$ cat config.mk
export PLATFORM = sky130hd
export DESIGN_NAME = utf8_to_utf32_utf16_transcoder
export DESIGN_NICKNAME = d
export VERILOG_FILES = /design/src/design/utf8tc_pkg.sv /design/src/design/utf8tc_decode.sv /design/src/design/utf8tc_encode.sv /design/src/design/utf8_to_utf32_utf16_transcoder.sv
export SDC_FILE = /design/constraint.sdc
export NUM_CORES = 1
export LEC_CHECK = 0
export BUFFER_PORTS_ARGS = -buffer_cell sky130_fd_sc_hd__clkbuf_2
export CAP_MARGIN = 30
export CORE_ASPECT_RATIO = 0.75
export CORE_MARGIN = 10
export CORE_UTILIZATION = 45
export CTS_CLUSTER_DIAMETER = 40
export CTS_CLUSTER_SIZE = 28
export DETAILED_ROUTE_END_ITERATION = 12
export PLACE_DENSITY = 0.67
export SLEW_MARGIN = 0
export SYNTH_ARGS = -nofsm -noshare
export SYNTH_HDL_FRONTEND = slang
export SYNTH_SLANG_ARGS = --single-unit
$ cat constraint.sdc
create_clock -name clk -period 2.6 [get_ports clk]
set_input_delay 0.26 -clock clk [delete_from_list [all_inputs] [get_ports clk]]
set_output_delay 0.26 -clock clk [all_outputs]
set_load 0.01 [all_outputs]
$ cat src/design/utf8tc_pkg.sv
// utf8tc_pkg: shared types and constants of the utf-8 transcoder
// used by the decode, encode and top level files; depends on nothing

package utf8tc_pkg;

	localparam int CpW = 21;

	localparam logic FMT_UTF32 = 1'b0;
	localparam logic FMT_UTF16 = 1'b1;

	localparam logic [2:0] COUNT_UNIT = 3'd2;
	localparam logic [2:0] COUNT_WORD = 3'd4;

	localparam logic [15:0] HI_SURR_BASE = 16'hD800;
	localparam logic [15:0] LO_SURR_BASE = 16'hDC00;
	localparam logic [CpW-1:0] PLANE1_BASE = 21'h10000;

	// decoded code point handed from decode to encode
	typedef struct packed {
		logic [CpW-1:0] cp;
		logic           last;
	} dec_t;

	// encoded result item
	typedef struct packed {
		logic [31:0] unit_bytes;
		logic [2:0]  byte_count;
		logic        string_end;
	} res_t;

endpackage

$ cat src/design/utf8tc_decode.sv
// utf8tc_decode: lenient utf-8 sequence decoder with accumulator state
// depends on utf8tc_pkg

module utf8tc_decode import utf8tc_pkg::*; (
	input  logic       clk,
	input  logic       arst_n,
	input  logic       accept,
	input  logic [7:0] byte_in,
	input  logic       string_last,
	output logic       done,
	output dec_t       dec
);

	logic [CpW-1:0] acc_q;
	logic [1:0]     left_q;
	logic [CpW-1:0] acc_nx;
	logic [1:0]     left_nx;

	always_comb begin
		acc_nx  = acc_q;
		left_nx = left_q;
		if (left_q == 2'd0) begin
			unique if (byte_in[7] == 1'b0) begin
				acc_nx  = {13'd0, byte_in};
				left_nx = 2'd0;
			end else if (byte_in[7:5] == 3'b110) begin
				acc_nx  = {16'd0, byte_in[4:0]};
				left_nx = 2'd1;
			end else if (byte_in[7:4] == 4'b1110) begin
				acc_nx  = {17'd0, byte_in[3:0]};
				left_nx = 2'd2;
			end else if (byte_in[7:3] == 5'b11110) begin
				acc_nx  = {18'd0, byte_in[2:0]};
				left_nx = 2'd3;
			end else begin
				// stray continuation or invalid lead passes through as itself
				acc_nx  = {13'd0, byte_in};
				left_nx = 2'd0;
			end
		end else begin
			acc_nx  = {acc_q[CpW-7:0], byte_in[5:0]};
			left_nx = left_q - 2'd1;
		end
	end

	assign done     = (left_nx == 2'd0) || string_last;
	assign dec.cp   = acc_nx;
	assign dec.last = string_last;

	always_ff @(posedge clk or negedge arst_n) begin
		if (!arst_n) begin
			acc_q  <= '0;
			left_q <= 2'd0;
		end else if (accept) begin
			if (done) begin
				acc_q  <= '0;
				left_q <= 2'd0;
			end else begin
				acc_q  <= acc_nx;
				left_q <= left_nx;
			end
		end
	end

endmodule

$ cat src/design/utf8tc_encode.sv
// utf8tc_encode: packs a code point as utf-32le or utf-16le
// depends on utf8tc_pkg

module utf8tc_encode import utf8tc_pkg::*; (
	input  dec_t dec,
	input  logic output_format,
	output res_t res
);

	logic [CpW-1:0] v;
	logic [15:0]    hi;
	logic [15:0]    lo;
	logic           above_bmp;

	assign above_bmp = (dec.cp[CpW-1:16] != '0);
	assign v         = dec.cp - PLANE1_BASE;
	assign hi        = HI_SURR_BASE + {5'd0, v[CpW-1:10]};
	assign lo        = LO_SURR_BASE | {6'd0, v[9:0]};

	always_comb begin
		res.string_end = dec.last;
		if (output_format == FMT_UTF32) begin
			res.unit_bytes = {11'd0, dec.cp};
			res.byte_count = COUNT_WORD;
		end else if (above_bmp) begin
			res.unit_bytes = {lo, hi};
			res.byte_count = COUNT_WORD;
		end else begin
			res.unit_bytes = {16'd0, dec.cp[15:0]};
			res.byte_count = COUNT_UNIT;
		end
	end

endmodule

$ cat src/design/utf8_to_utf32_utf16_transcoder.sv
// utf8_to_utf32_utf16_transcoder: one utf-8 byte per cycle in, utf-32le/utf-16le out
// path: a completing byte's code point is registered in dec_s1, encoded, and
// registered in res_s2, whose valid drives m_tvalid
// throughput: one byte per cycle while m_tready holds, set by both stage registers
// reset: arst_n clears the accumulator, the stage valids and output_format (utf-32)
// depends on utf8tc_pkg, utf8tc_decode, utf8tc_encode

module utf8_to_utf32_utf16_transcoder import utf8tc_pkg::*; (
	input  logic        clk,
	input  logic        arst_n,
	input  logic        cfg_wr_en,
	input  logic        cfg_wr_data,   // output_format
	input  logic        s_tvalid,
	output logic        s_tready,
	input  logic [7:0]  s_tdata,       // byte_in
	input  logic        s_tlast,       // string_last
	output logic        m_tvalid,
	input  logic        m_tready,
	output logic [39:0] m_tdata,       // unit_bytes[31:0], byte_count[34:32], zero pad
	output logic        m_tlast        // string_end
);

	logic output_format_q;
	logic accept;
	logic done;
	dec_t dec;
	dec_t dec_s1;
	logic valid_s1;
	logic ready_s1;
	logic ready_s2;
	res_t res;
	res_t res_s2;
	logic valid_s2;

	always_ff @(posedge clk or negedge arst_n) begin
		if (!arst_n) begin
			output_format_q <= FMT_UTF32;
		end else if (cfg_wr_en) begin
			output_format_q <= cfg_wr_data;
		end
	end

	assign ready_s2 = !valid_s2 || m_tready;
	assign ready_s1 = !valid_s1 || ready_s2;
	assign s_tready = ready_s1;
	assign accept   = s_tvalid && ready_s1;

	utf8tc_decode u_decode (
		.clk         (clk),
		.arst_n      (arst_n),
		.accept      (accept),
		.byte_in     (s_tdata),
		.string_last (s_tlast),
		.done        (done),
		.dec         (dec)
	);

	always_ff @(posedge clk or negedge arst_n) begin
		if (!arst_n) begin
			valid_s1 <= 1'b0;
		end else if (ready_s1) begin
			valid_s1 <= accept && done;
		end
	end

	always_ff @(posedge clk) begin
		if (accept && done) begin
			dec_s1 <= dec;
		end
	end

	utf8tc_encode u_encode (
		.dec           (dec_s1),
		.output_format (output_format_q),
		.res           (res)
	);

	always_ff @(posedge clk or negedge arst_n) begin
		if (!arst_n) begin
			valid_s2 <= 1'b0;
		end else if (ready_s2) begin
			valid_s2 <= valid_s1;
		end
	end

	always_ff @(posedge clk) begin
		if (ready_s2 && valid_s1) begin
			res_s2 <= res;
		end
	end

	assign m_tvalid = valid_s2;
	assign m_tdata  = {5'd0, res_s2.byte_count, res_s2.unit_bytes};
	assign m_tlast  = res_s2.string_end;

endmodule

==> impl_metrics.py, run 1 <==
metrics = {
    "synthesis": {
        "synth.avg_cell_area_um2": 12.3,
        "synthFlopType": "edfxtp_1",
        "ys_ff_latch": 72,
        "synth_edf_count": 52,
        "synth_top_area_share_pct": 51.4,
        "synth_area_um2": 3040,
        "synth_commonest_cells": "nand2_1, edfxtp_1, o21ai_0",
        "ys_async_sr_fraction_pct": 27.8,
        "yosysUniqueCellTypes": 38,
        "yosys-top-cells-area": "edfxtp_1, dfrtp_1, nand2_1",
        "synth_most_common_cell": "nand2_1",
        "synth_top_area_cell": "edfxtp_1",
        "postSynthCellCount": 247,
        "synth_seq_area_share_pct": 67.9,
        "yosysWarnings": 0,
    },
    "grt": {
        "grt_remaining_overflow": 0,
        "grt_pass1_vias": 1832,
        "track_usage_pct": 11.6,
        "grt_max_degree": 34,
        "grt_pass1_wl_um": 9560,
        "antenna_found_initial": 0,
    },
    "setup_path": {
        "max_stage_delay_ps": 420,
        "end_kind": "register",
        "critPathMaxFanout": 17,
        "crit_type": "reg -> reg",
        "startpoint_type": "register",
        "cp_slowest_cell": "edfxtp_1",
        "crit_path_start": "dec_s1[17]$_SDFFCE_PP0P_",
        "worstPathArrival_ps": 2010,
        "required_ps": 2670,
        "r2r-start": "dec_s1[17]$_SDFFCE_PP0P_",
        "path_cells": "inv_1 -> ha_1 -> nor4b_2 -> nand2b_1 -> inv_2 -> nand2_1 -> o21ai_0",
    },
    "placed_design": {
        "dp_hpwl_um": 4240,
        "io_buffers": 50,
        "gp_congestion": 0.783,
        "place_area_um2": 3290,
    },
    "final_layout": {
        "syn_to_final_growth_pct": 18.2,
        "antennaDiodeCount": 0,
        "final_area_um2": 3590,
        "drive_above_1_share_pct": 25.5,
        "nets": 313,
        "fill_cells": 529,
    },
    "power": {
        "p_per_area_nw_per_um2": 824,
        "leakagePower_uw": 0.00153,
        "ir_worst_vdd_uv": 333,
    },
    "min_path": {
        "hp-class": "in -> reg",
        "min_from": "s_tdata[0]",
    },
    "clocking": {
        "clk_pin_slew_ps": 70,
        "insertion_delay_ps": 340,
        "htreeDepth": 3,
        "clockBufferDepth": 2,
        "cts.sinks": 72,
        "cts_inserted_buffers": 9,
        "cts_resized": 0,
        "cts_tree": "yes",
        "cts-root-buf": "clkbuf_8",
    },
    "die": {
        "die_area_um2": 10500,
        "core_area_um2": 6410,
        "pin_count": 58,
        "rows": 25,
        "die_h_um": 91.2,
        "die_w_um": 115,
        "initial_core_util_pct": 47.4,
    },
    "sta": {
        "final_max_slew_viol_count": 0,
        "setup_viol": 0,
        "slew_headroom_pct": 64.6,
        "period_needed_ps": 1940,
        "hold_violations": 0,
        "tightestPinTransition_ps": 531,
        "fin_setup_tns_ps": 0,
        "fmax_mhz": 515,
        "fin_crit_sh_pct": 74.7,
        "rsz0062_at_grt": "false",
        "fin_skew_ps": 7.67,
    },
    "routing": {
        "drt-wirelength-per-cell_um": 15.1,
        "vias": 1838,
        "drt-initial-drc-count": 85,
        "via_per_inst": 4.80,
        "drt_first_pass_iters": 4,
        "ant_nets": 0,
        "drc": 0,
        "routed_wirelength_um": 5800,
    },
    "flow_run": {
        "cap_violations": 0,
    },
    "status": {
        "status": "finished, final reports clean",
    },
}
[sequential cells by signal, summed over array words and instances, names as in the netlist]
| name | cells |
|---|---|
| m_tvalid | 1 |
| u_decode.acc_q | 15 |
| output_format_q | 1 |
| m_tdata | 29 |
| dec_s1 | 22 |
| valid_s1 | 1 |
| u_decode.left_q | 2 |
| m_tlast | 1 |
[cells in the final DEF, fill, tap and decap left out, drive strengths merged, types with 2 or more instances in the layout]
cell | synthesis | routed
a21o | 2 | 2
a22o | 3 | 3
and2 | 22 | 22
buf | 20 | 4
bufinv | 0 | 5
clkbuf | 2 | 59
clkinv | 0 | 2
conb | 1 | 7
dfrtp | 20 | 20
edfxtp | 52 | 52
inv | 9 | 9
nand2 | 58 | 58
nand2b | 8 | 8
nand3 | 2 | 2
nor2 | 3 | 3
nor2b | 2 | 2
o21ai | 26 | 26
xnor2 | 2 | 2
[worst paths after layout]
kind / depth (start not counted) / end / slack, ps
min in group asynchronous: 2 / u_decode.acc_q[1]$_DFFE_PN0P_ / 430
max in group asynchronous: 2 / u_decode.acc_q[5]$_DFFE_PN0P_ / 1810
max: 7 / m_tdata[20]$_DFFE_PP_ / 660
max reg2reg: 7 / m_tdata[20]$_DFFE_PP_ / 660
min reg2reg: 0 / m_tlast$_DFFE_PP_ / 440
min: 1 / dec_s1[1]$_DFFE_PP_ / 110
[through the flow]
step	total power, uW	setup WS (ps)	instances	util, %	hold slack [ps]
CTS	2990	662	383	56.0	95.5
global route	3100	460	383	56.0	94.4
finish	2960	659	383	56.0	114
global placement	1740	790	366	51.3	262
detailed placement	1750	683	366	51.3	268
floorplan	1630	292	253	-	-35.6
[critical path, delay by kind of cell (launching register included)]
kind                       cells  cell delay [ps]
DFF                            1              420
adders and majority gates      1              190
buffers and inverters          2              290
and+or+nand+nor                3              680
AOI/OAI and AO/OA              1               90
[cell families (layout without fill, tap and decap cells)]
group | count (synthesis) | after routing | share of synthesized area [%]
AND/OR/NAND/NOR | 102 | 102 | 17.2
flip-flops | 72 | 72 | 67.9
AO/OA/AOI/OAI | 36 | 36 | 7.00
buffers and inverters | 31 | 80 | 6.14
XOR/XNOR | 2 | 2 | 0.577
multiplexers | 2 | 2 | 0.700
adder cells (fa/ha/maj) | 1 | 1 | 0.412
other | 1 | 7 | 0.123
[final cells by class]
class / instances / area (um2) / share of cell area (%)
flip-flops and latches: 72 / 2060 / 57.4
multi-input cells: 150 / 812 / 22.6
repair buffers: 55 / 290 / 8.08
clock inverters: 7 / 168 / 4.67
clock buffers: 9 / 124 / 3.45
well taps: 81 / 101 / 2.82
inverters: 9 / 33.8 / 0.941
[timing repair]
item / CTS / global route
hold buffers: 1 / 0
buffers inserted: 0 / 0
hold endpoints to repair: 20 / 0
[layer usage]
layer / wire length [um] / track usage [%] / up-vias
li1: - / - / 919
met1: 2810 / 15.6 / 852
met2: 2420 / 16.1 / 60
met3: 485 / 5.06 / 7
met4: 74 / 4.32 / 0
met5: 0 / 0 / -
[power by group]
group / switching [uW] / internal, uW / total [uW]
registers: 48.4 / 1360 / 1400
logic: 205 / 108 / 313
clock network: 409 / 834 / 1240
No activity file was read; power rests on OpenSTA's default activity.
==> inputs of run 2 (changes only) <==
ABC_AREA = 1   (was unset)
clock period = 1.8 ns   (was 2.6 ns; I/O delays follow)
==> impl_metrics.py, run 2 <==
metrics = {
    "sta": {
        "fin_skew_ps": 7.41,
        "setup_ws_ps": 156,
        "slew_headroom_pct": 64.2,
        "hold_violations": 0,
        "fin_crit_sh_pct": 91.3,
        "rsz0062_at_grt": "false",
        "final_max_slew_viol_count": 0,
        "setup_viol": 0,
        "tightestPinTransition_ps": 538,
        "fin_setup_tns_ps": 0,
        "period_needed_ps": 1640,
        "fmax_mhz": 608,
        "hold_ws_ps": 46.8,
    },
    "final_layout": {
        "largest_reg_flops": 29,
        "fill_cells": 605,
        "final_cell_mix": "nand2_1, edfxtp_1, clkbuf_2, inv_1, nor2_1",
        "syn_to_final_growth_pct": 16.5,
        "antennaDiodeCount": 0,
        "drive_above_1_share_pct": 31.5,
        "instances_no_fill": 430,
        "final_common_cell": "nand2_1",
        "nets": 357,
    },
    "routing": {
        "drt-initial-drc-count": 114,
        "ant_nets": 0,
        "via_per_inst": 4.46,
        "routed_wirelength_um": 5680,
        "drt_first_pass_iters": 4,
        "drt-wirelength-per-cell_um": 13.2,
        "drc": 0,
        "vias": 1916,
    },
    "grt": {
        "track_usage_pct": 11.4,
        "grt_pass1_vias": 1941,
        "grt_remaining_overflow": 0,
        "grt_max_degree": 31,
        "antenna_found_initial": 0,
        "grt_pass1_wl_um": 9510,
    },
    "setup_path": {
        "r2r-start": "dec_s1[17]$_SDFFCE_PP0P_",
        "required_ps": 1890,
        "cp_top_family": "simple AND/OR/NAND/NOR gates",
        "crit_path_start": "dec_s1[17]$_SDFFCE_PP0P_",
        "end_kind": "register",
        "startpoint_type": "register",
        "critPathMaxFanout": 8,
        "cpMostUsedCell": "nand2_1",
        "crit_type": "reg -> reg",
        "path_cells": "inv_1 -> ha_1 -> nand2_1 -> nor2_1 -> nand2_1 -> nand2_1 -> inv_2 -> nand2_1 -> o21ai_1",
        "cp_slowest_cell": "edfxtp_1",
        "max_stage_delay_ps": 390,
        "path_buf_inv": 2,
        "worstPathArrival_ps": 1740,
    },
    "die": {
        "die_h_um": 92.4,
        "core_area_um2": 6800,
        "initial_core_util_pct": 46.3,
        "rows": 26,
        "pin_count": 58,
        "die_w_um": 117,
        "die_area_um2": 10800,
    },
    "synthesis": {
        "synth_top_area_cell": "edfxtp_1",
        "synth_edf_count": 52,
        "synth.avg_cell_area_um2": 11.0,
        "ys_async_sr_fraction_pct": 27.8,
        "synth_top_area_share_pct": 49.6,
        "yosys-top-cells-area": "edfxtp_1, dfrtp_1, nand2_1",
        "synth_area_um2": 3150,
        "synthFlopType": "edfxtp_1",
        "yosysWarnings": 0,
        "ys_ff_latch": 72,
        "synth_commonest_cells": "nand2_1, edfxtp_1, inv_1",
        "yosysUniqueCellTypes": 27,
        "synth_seq_area_share_pct": 65.5,
        "synth_most_common_cell": "nand2_1",
        "postSynthCellCount": 286,
    },
    "clocking": {
        "cts_resized": 0,
        "cts_tree": "yes",
        "clockBufferDepth": 2,
        "cts_setup_buffers": 0,
        "cts_inserted_buffers": 9,
        "holdBufCountCts": 1,
        "clk_pin_slew_ps": 80,
        "htreeDepth": 3,
        "cts-root-buf": "clkbuf_8",
        "cts.sinks": 72,
        "insertion_delay_ps": 340,
    },
    "placed_design": {
        "io_buffers": 50,
        "dp_worst_setup_slack_ps": 173,
        "dp_hpwl_um": 4250,
        "gp_congestion": 0.832,
        "dp_cells": 413,
    },
    "min_path": {
        "min_from": "s_tdata[1]",
        "hp-class": "in -> reg",
    },
    "power": {
        "power_uw": 3980,
        "leakagePower_uw": 0.00171,
        "ir_worst_vdd_uv": 406,
        "p_per_area_nw_per_um2": 1080,
    },
    "flow_run": {
        "cap_violations": 0,
    },
    "status": {
        "status": "finished, final reports clean",
    },
}
-- run 2: cell count changes after synthesis, sizes merged, moves of 2 or more --
cell    change
a21o        -2
a22o        -3
and2       -22
buf         -4
inv        +34
nand2      +40
nand2b      -8
nand3       +4
nor2       +22
nor2b       -2
o21ai       -9
-- run 2: path summary, 6_finish.rpt --
kind,endpoint,slack [ps],cells after the start
setup / recovery,m_tdata[17]$_DFFE_PP_,160,9
hold / removal,dec_s1[2]$_DFFE_PP_,50,1
setup reg to reg,m_tdata[17]$_DFFE_PP_,160,9
hold reg to reg,m_tlast$_DFFE_PP_,430,0
max in group asynchronous,u_decode.acc_q[10]$_DFFE_PN0P_,1090,2
min in group asynchronous,u_decode.left_q[1]$_DFFE_PN0P_,350,2
-- run 2: where the power goes --
part | switching [uW] | internal, uW
Combinational | 412 | 210
Sequential | 79.9 | 2020
Clock | 609 | 647
-- run 2: metrics by stage --
stage               utilization (%)  cell area [um2]
finish                         53.9             3660
global placement               50.9             3460
CTS                            53.9             3660
detailed placement             50.9             3460
global route                   53.9             3660
floorplan                         -             3180
-- run 2: worst reg2reg max path, delay by kind of cell (launching register included) --
family / cells / cell delay [ps]
AND/OR/NAND/NOR: 5 / 520
flip-flops: 1 / 390
buffers and inverters: 2 / 220
adder cells (fa/ha/maj): 1 / 190
AO/OA/AOI/OAI: 1 / 70
-- run 2: cell families after synthesis --
logic type,after synthesis,share of synthesized area [%]
xor gates and xnor gates,2,0.557
and+or+nand+nor,129,20.7
adders and majority gates,1,0.398
AOI/OAI and AO/OA,20,3.26
DFF,72,65.5
other,1,0.119
buffers and inverters,61,9.42
-- run 2: area by class of cell --
class,count,area (um2),share of cell area [%]
inverter,43,165,4.51
sequential,72,2060,56.3
clock buffer,10,128,3.48
tap,84,105,2.87
multi-input combinational,159,815,22.2
clock inverter,6,67.6,1.84
timing repair buffer,56,323,8.81
-- run 2: metal layers --
layer	wire (um)	global-route usage, %
met3	596	5.74
met5	0	0
met4	63	3.80
met1	2650	14.7
met2	2370	16.1
